**config.mk**
```make
export PLATFORM = sky130hd
export DESIGN_NAME = length_prefixed_message_deframer_core
export DESIGN_NICKNAME = d
export VERILOG_FILES = /design/src/rtl/lpmd_pkg.sv /design/src/rtl/length_prefixed_message_deframer_core.sv /design/src/rtl/lpmd_parser.sv
export SDC_FILE = /design/constraint.sdc
export NUM_CORES = 1
export LEC_CHECK = 0
export ABC_CLOCK_PERIOD_IN_PS = 16500
export BUFFER_PORTS_ARGS = -buffer_cell sky130_fd_sc_hd__buf_2
export CORE_MARGIN = 8
export CORE_UTILIZATION = 43
export CTS_CLUSTER_DIAMETER = 100
export DETAILED_ROUTE_END_ITERATION = 10
export GPL_ROUTABILITY_DRIVEN = 0
export GPL_TIMING_DRIVEN = 1
export PLACE_DENSITY = 0.58
export REMOVE_ABC_BUFFERS = 1
export SETUP_SLACK_MARGIN = 0.2
export SLEW_MARGIN = 20
export SYNTH_ARGS = -nofsm -noshare
export SYNTH_HDL_FRONTEND = slang
export SYNTH_SLANG_ARGS = --single-unit
```
**constraint.sdc**
```tcl
create_clock -name aclk -period 16.5 [get_ports aclk]
set_clock_uncertainty 0.2 [all_clocks]
set_input_delay 3.3 -clock aclk [delete_from_list [all_inputs] [get_ports aclk]]
set_output_delay 3.3 -clock aclk [all_outputs]
set_load 0.01 [all_outputs]
```
**src/rtl/lpmd_pkg.sv**
```systemverilog
// Package for the length-prefixed message deframer.
// Parse phase encoding, result beat layout and field widths.
// No dependencies.
`timescale 1ns / 1ps

package lpmd_pkg;

    // Fixed field widths
    localparam int unsigned ID_W      = 14;
    localparam int unsigned LEN_W     = 24;
    localparam int unsigned BYTE_W    = 8;
    localparam int unsigned M_DATA_W  = 48;   // 14 + 24 + 8 = 46, padded to 6 bytes
    localparam int unsigned M_USER_W  = 2;

    // Reset value of the maximum payload register
    localparam logic [LEN_W-1:0] MAX_PAYLOAD_RST = 24'd8192;

    // Where the parser is within a frame
    typedef enum logic [1:0] {
        PH_HDR_HI = 2'd0,   // awaiting high header byte
        PH_HDR_LO = 2'd1,   // awaiting low header byte
        PH_LEN    = 2'd2,   // taking big-endian length bytes
        PH_PAY    = 2'd3    // passing payload bytes
    } phase_t;

    // One result beat
    typedef struct packed {
        logic [ID_W-1:0]   message_id;
        logic [LEN_W-1:0]  message_length;
        logic [BYTE_W-1:0] payload_byte;
        logic              is_last;
        logic              is_empty;
        logic              oversize;
    } result_t;

endpackage

```
**src/rtl/length_prefixed_message_deframer_core.sv**
```systemverilog
// Length-prefixed message deframer, top level.
// Input byte register, frame parser and result register.
// Depends on lpmd_pkg and lpmd_parser.
`timescale 1ns / 1ps

// Usage:
//   s_axis_* carries the received byte stream, one byte per beat. Each frame
//   is a 16-bit big-endian header (14-bit id, 2-bit length-byte count), 0 to 3
//   big-endian length bytes, then the payload.
//   m_axis_* gives one beat per payload byte, tagged with id and length;
//   tlast marks the final byte of a message. A zero-length message gives a
//   single beat with the empty flag and tlast set. Header and length bytes
//   give no beat.
//   cfg_wr_en/cfg_wr_data write the maximum payload length; longer messages
//   pass through with the oversize flag on every beat. Write it only while
//   the block is idle.
//   An accepted byte waits in the input register, is parsed from there and
//   its beat is stored in the result register, which drives m_axis.
//   Throughput: one byte per cycle, unless m_axis_tready is low with a beat held.
//   Reset (aresetn low, synchronous) empties both registers, sets the parser
//   to await a header and restores the maximum to 8192.
//   When m_axis_tready is low with a beat held, the held input byte waits and
//   s_axis_tready drops; nothing is lost or repeated.
module length_prefixed_message_deframer_core import lpmd_pkg::*; #(
    parameter int unsigned LENGTH_BITS = 24
) (
    input  logic                aclk,
    input  logic                aresetn,
    // Configuration
    input  logic                cfg_wr_en,
    input  logic [LEN_W-1:0]    cfg_wr_data,     // max_payload
    // Byte stream in
    input  logic                s_axis_tvalid,
    output logic                s_axis_tready,
    input  logic [BYTE_W-1:0]   s_axis_tdata,    // [7:0] rx_byte
    // Result beats out
    output logic                m_axis_tvalid,
    input  logic                m_axis_tready,
    output logic [M_DATA_W-1:0] m_axis_tdata,    // [13:0] message_id, [37:14] message_length,
                                                 // [45:38] payload_byte, [47:46] zero
    output logic                m_axis_tlast,    // is_last
    output logic [M_USER_W-1:0] m_axis_tuser     // [0] is_empty, [1] oversize
);

    logic [LEN_W-1:0]  max_payload_reg;
    logic              in_valid_reg, in_valid_next;
    logic [BYTE_W-1:0] in_byte_reg;
    logic              out_valid_reg, out_valid_next;
    result_t           out_reg;
    logic              advance;
    logic              res_valid;
    result_t           res;

    // Parse the held byte when the result register can take its beat
    assign advance       = in_valid_reg & (~out_valid_reg | m_axis_tready);
    assign s_axis_tready = ~in_valid_reg | advance;

    assign in_valid_next  = (s_axis_tvalid & s_axis_tready) | (in_valid_reg & ~advance);
    assign out_valid_next = res_valid | (out_valid_reg & ~m_axis_tready);

    // Configuration register
    always_ff @(posedge aclk) begin
        if (!aresetn) begin
            max_payload_reg <= MAX_PAYLOAD_RST;
        end else if (cfg_wr_en) begin
            max_payload_reg <= cfg_wr_data;
        end
    end

    // Input byte register
    always_ff @(posedge aclk) begin
        if (!aresetn) begin
            in_valid_reg <= 1'b0;
        end else begin
            in_valid_reg <= in_valid_next;
        end
        if (s_axis_tvalid && s_axis_tready) begin
            in_byte_reg <= s_axis_tdata;
        end
    end

    lpmd_parser #(
        .LENGTH_BITS (LENGTH_BITS)
    ) u_parser (
        .aclk        (aclk),
        .aresetn     (aresetn),
        .step_en     (advance),
        .rx_byte     (in_byte_reg),
        .max_payload (max_payload_reg),
        .res_valid   (res_valid),
        .res         (res)
    );

    // Result register
    always_ff @(posedge aclk) begin
        if (!aresetn) begin
            out_valid_reg <= 1'b0;
        end else begin
            out_valid_reg <= out_valid_next;
        end
        if (res_valid) begin
            out_reg <= res;
        end
    end

    assign m_axis_tvalid = out_valid_reg;
    assign m_axis_tdata  = {2'b00, out_reg.payload_byte, out_reg.message_length,
                            out_reg.message_id};
    assign m_axis_tlast  = out_reg.is_last;
    assign m_axis_tuser  = {out_reg.oversize, out_reg.is_empty};

endmodule

```
**src/rtl/lpmd_parser.sv**
```systemverilog
// Frame parser of the length-prefixed message deframer.
// Holds the per-frame state and turns one byte into at most one result.
// Depends on lpmd_pkg.
`timescale 1ns / 1ps

module lpmd_parser import lpmd_pkg::*; #(
    parameter int unsigned LENGTH_BITS = 24
) (
    input  logic              aclk,
    input  logic              aresetn,
    input  logic              step_en,      // process rx_byte this cycle
    input  logic [BYTE_W-1:0] rx_byte,
    input  logic [LEN_W-1:0]  max_payload,
    output logic              res_valid,
    output result_t           res
);

    phase_t                 phase_reg, phase_next;
    logic [BYTE_W-1:0]      hdr_hi_reg, hdr_hi_next;
    logic [ID_W-1:0]        id_reg, id_next;
    logic [1:0]             lbl_reg, lbl_next;
    logic [LENGTH_BITS-1:0] acc_reg, acc_next;
    logic [LENGTH_BITS-1:0] left_reg, left_next;
    logic [LEN_W-1:0]       len_ext;
    logic                   emit;
    logic                   emit_last;
    logic                   emit_empty;
    logic [BYTE_W-1:0]      emit_byte;
    logic [1:0]             lbl_dec;
    logic [LENGTH_BITS-1:0] acc_shift;

    assign lbl_dec   = lbl_reg - 2'd1;
    assign acc_shift = {acc_reg[LENGTH_BITS-BYTE_W-1:0], rx_byte};

    // Next state
    always_comb begin
        phase_next = phase_reg;
        unique case (phase_reg)
            PH_HDR_HI: phase_next = PH_HDR_LO;
            PH_HDR_LO: phase_next = (rx_byte[1:0] == 2'd0) ? PH_HDR_HI : PH_LEN;
            PH_LEN: begin
                if (lbl_dec == 2'd0) begin
                    phase_next = (acc_shift == '0) ? PH_HDR_HI : PH_PAY;
                end
            end
            PH_PAY: begin
                if (left_reg <= LENGTH_BITS'(1)) phase_next = PH_HDR_HI;
            end
            default: phase_next = PH_HDR_HI;
        endcase
    end

    // Datapath updates and result decode
    always_comb begin
        hdr_hi_next = hdr_hi_reg;
        id_next     = id_reg;
        lbl_next    = lbl_reg;
        acc_next    = acc_reg;
        left_next   = left_reg;
        emit        = 1'b0;
        emit_last   = 1'b0;
        emit_empty  = 1'b0;
        emit_byte   = '0;
        unique case (phase_reg)
            PH_HDR_HI: hdr_hi_next = rx_byte;
            PH_HDR_LO: begin
                id_next   = {hdr_hi_reg, rx_byte[7:2]};
                lbl_next  = rx_byte[1:0];
                acc_next  = '0;
                left_next = '0;
                if (rx_byte[1:0] == 2'd0) begin
                    emit       = 1'b1;
                    emit_last  = 1'b1;
                    emit_empty = 1'b1;
                end
            end
            PH_LEN: begin
                acc_next = acc_shift;
                lbl_next = lbl_dec;
                if (lbl_dec == 2'd0) begin
                    if (acc_shift == '0) begin
                        emit       = 1'b1;
                        emit_last  = 1'b1;
                        emit_empty = 1'b1;
                    end else begin
                        left_next = acc_shift;
                    end
                end
            end
            PH_PAY: begin
                emit      = 1'b1;
                emit_byte = rx_byte;
                if (left_reg <= LENGTH_BITS'(1)) begin
                    emit_last = 1'b1;
                    left_next = '0;
                end else begin
                    left_next = left_reg - LENGTH_BITS'(1);
                end
            end
            default: ;
        endcase
    end

    // Length widened to the port width
    always_comb begin
        len_ext                  = '0;
        len_ext[LENGTH_BITS-1:0] = acc_next;
    end

    assign res_valid          = step_en & emit;
    assign res.message_id     = id_next;
    assign res.message_length = len_ext;
    assign res.payload_byte   = emit_byte;
    assign res.is_last        = emit_last;
    assign res.is_empty       = emit_empty;
    assign res.oversize       = (len_ext > max_payload);

    // State registers
    always_ff @(posedge aclk) begin
        if (!aresetn) begin
            phase_reg  <= PH_HDR_HI;
            hdr_hi_reg <= '0;
            id_reg     <= '0;
            lbl_reg    <= '0;
            acc_reg    <= '0;
            left_reg   <= '0;
        end else if (step_en) begin
            phase_reg  <= phase_next;
            hdr_hi_reg <= hdr_hi_next;
            id_reg     <= id_next;
            lbl_reg    <= lbl_next;
            acc_reg    <= acc_next;
            left_reg   <= left_next;
        end
    end

endmodule
```
==> results.yml <==
route:
  first_pass_iters: 6
  vias: 5910
  viasPerCell: 5.54
  post_drt_wl_per_cell_um: 17.8
  detail-route-antenna-nets: 0
  drt_iter0_drc: 604
  drc: 0
  wl_um: 19000
critical_path:
  slowest_stage: "buf_2"
  criticalPathCategory: "in -> out"
  critPathMaxFanout: 2
  critPathMaxStageDelay_ns: 0.15
  critPathArrivalTime_ns: 3.77
  worstPathRequired_ns: 13.00
  start_kind: "input port"
  path_cells: "buf_2 -> nor2b_1 -> nand2_1 -> buf_2"
  cp_common_cell: "buf_2"
  endpoint_kind: "primary output"
clocking:
  cts_setup_buffers: 0
  numCtsBuffers: 17
  cts_sinks: 157
  holdBufCountCts: 0
  path_clk_slew_ns: 0.06
  cts_tree: "yes"
  worstSkewPairLatency_ns: 0.42
  clockRootBuffer: "clkbuf_16"
  cts_resized: 0
  ctsLongestPathBuffers: 2
  htree_levels: 4
timing:
  period_needed_ns: 7.27
  max_freq_ghz: 0.138
  setup_ws_ns: 9.23
  hold-worst-slack_ns: 0.255
  setup_tns_ns: 0
  slew_viol_final: 0
  rsz0062_at_grt: "no"
  setup_violations: 0
  worst_slew_pin_slew_ns: 1.06
  post-route-period-util_pct: 44.0
  relSlewSlack_pct: 29.3
  hold_viol_final: 0
global_routing:
  grt_overflow: 0
  grt_pass1_wl_um: 30500
  antenna_found_initial: 0
  grt_max_degree: 72
  first_global_vias: 5823
  grt_usage_pct: 17.5
layout:
  area_growth_pct: 16.1
  design_area_mm2: 0.00858
  layoutNonFillerInstCount: 1067
  diodes: 0
  drive_gt1_share_pct: 17.2
  largest_reg_flops: 46
  num-nets-final: 899
synthesis:
  ys_seq_elements: 157
  yosysSeqAreaShare_pct: 50.3
  avgSynthCellArea_um2: 9.71
  synth-edff-count: 57
  synthArstFlopShare_pct: 0
  synth_flop_cell: "dfxtp_1"
  netlist_instances: 761
  yosys_warnings: 0
  ys_types: 56
  synth_area_mm2: 0.00739
run_status:
  outcome: "finished clean"
placed_design:
  placed_cells: 1036
  pre_cts_slack_ns: 9.23
  dp_hpwl_um: 13100
  port_buffers: 87
  placed_area_mm2: 0.00798
power:
  p_leak_nw: 3.37
  max-vdd-ir-drop_mv: 0.0698
  cellPowerDensity_mw_per_mm2: 101
worst_hold_path:
  min_path_type: "reg -> reg"
floorplan:
  rows: 48
  ios: 90
  chipHeight_um: 147
  die-width_um: 147
  fp.dieArea_mm2: 0.0216
  core_mm2: 0.0171
  start_util_pct: 43.3
run:
  cap_violations: 0
[layer usage]
metal | GRT usage, % | vias up | share of wire [%]
li1 | - | 2881 | -
met2 | 28.3 | 160 | 48
met1 | 23.1 | 2851 | 46
met4 | 4.84 | 0 | 0.97
met5 | 0 | - | 0
met3 | 3.81 | 18 | 5.2
[Yosys cell counts (2+ instances only)]
| master | n | area [um2] |
|---|---|---|
| inv_1 | 58 | 218 |
| nor2_1 | 65 | 244 |
| a31oi_1 | 4 | 25.0 |
| a32o_1 | 2 | 20.0 |
| dfxtp_1 | 100 | 2000 |
| o22ai_1 | 11 | 68.8 |
| o32ai_1 | 2 | 17.5 |
| mux2i_1 | 46 | 460 |
| ha_1 | 32 | 400 |
| a21oi_1 | 47 | 235 |
| buf_2 | 4 | 20.0 |
| o31a_1 | 3 | 26.3 |
| edfxtp_1 | 57 | 1710 |
| buf_1 | 8 | 30.0 |
| o211ai_1 | 8 | 60.1 |
| nand4_1 | 11 | 68.8 |
| mux2_2 | 14 | 158 |
| nor4_1 | 12 | 75.1 |
| o2bb2ai_1 | 7 | 61.3 |
| and2_1 | 12 | 75.1 |
| nor3b_1 | 2 | 15.0 |
| or4_1 | 3 | 22.5 |
| nor3_1 | 17 | 85.1 |
| nor2b_1 | 7 | 43.8 |
| nand2b_1 | 2 | 12.5 |
| buf_4 | 4 | 30.0 |
| a22o_1 | 4 | 35.0 |
| a22oi_1 | 5 | 37.5 |
| or3_1 | 5 | 31.3 |
| o21ai_1 | 3 | 15.0 |
| o41ai_1 | 3 | 26.3 |
| o21ai_0 | 38 | 190 |
| nand3_1 | 56 | 280 |
| a211oi_1 | 4 | 30.0 |
| clkbuf_1 | 29 | 109 |
| a32oi_1 | 4 | 35.0 |
| nand2_1 | 49 | 184 |
| a21o_1 | 4 | 30.0 |
| nor4_4 | 2 | 42.5 |
[cells in the final DEF (no fill, tap or decap), types with 8 or more instances in the layout]
cell	count
nor2_1	65
o211ai_1	8
and2_1	12
dfxtp_1	100
nand3_1	56
mux2_2	14
a21oi_1	47
mux2i_1	46
nand2_1	49
nand4_1	11
ha_1	31
clkbuf_16	17
buf_2	87
o21ai_0	38
edfxtp_1	57
o22ai_1	11
nor3_1	17
nor4_1	12
inv_1	58
[worst max-delay path, delay by kind of cell]
family / cells / cell delay [ns]
AND/OR/NAND/NOR: 2 / 0.22
buffers and inverters: 2 / 0.25
[logic make-up after synthesis]
logic type      count (synthesis)  synth area share [%]
simple gates                  250                  16.8
compound gates                157                  13.6
flops                         157                  50.3
buf+inv                       104                  5.56
mux                            60                  8.37
fa+ha+maj                      32                  5.42
other cells                     1                0.0508
[through the flow]
step / util (%) / power [mW]
after detailed placement: 46.8 / 0.473
after CTS: 50.3 / 0.875
after global placement: 46.8 / 0.471
final: 50.3 / 0.867
after floorplan: - / 0.452
after global routing: 50.3 / 0.898
[final timing paths]
| path | from | end | slack (ns) | depth (start not counted) |
|---|---|---|---|---|
| max reg2reg | u_parser.phase_reg[0] | m_axis_tdata[31] | 11.98 | 9 |
| max | m_axis_tready | s_axis_tready | 9.23 | 4 |
| min reg2reg | u_parser.acc_reg[16] | u_parser.acc_reg[16] | 0.25 | 2 |
| min | u_parser.acc_reg[16] | u_parser.acc_reg[16] | 0.25 | 2 |
[final cells by class]
| type | count | area (um2) |
|---|---|---|
| fillers | 1611 | 8480 |
| flip-flops and latches | 157 | 3710 |
| multi-input cells | 501 | 3270 |
| repair buffers | 94 | 488 |
| clock buffers | 22 | 454 |
| well taps | 225 | 282 |
| inverters | 59 | 221 |
| clock inverters | 9 | 145 |
[report_power, final]
group / switching [mW] / leakage, nW / internal (mW) / total, mW
registers: 0.00916 / 1.36 / 0.407 / 0.416
clock network: 0.147 / 0.289 / 0.255 / 0.402
logic: 0.0294 / 1.73 / 0.0190 / 0.0484
Note: power is estimated with default switching activity, not from simulation.
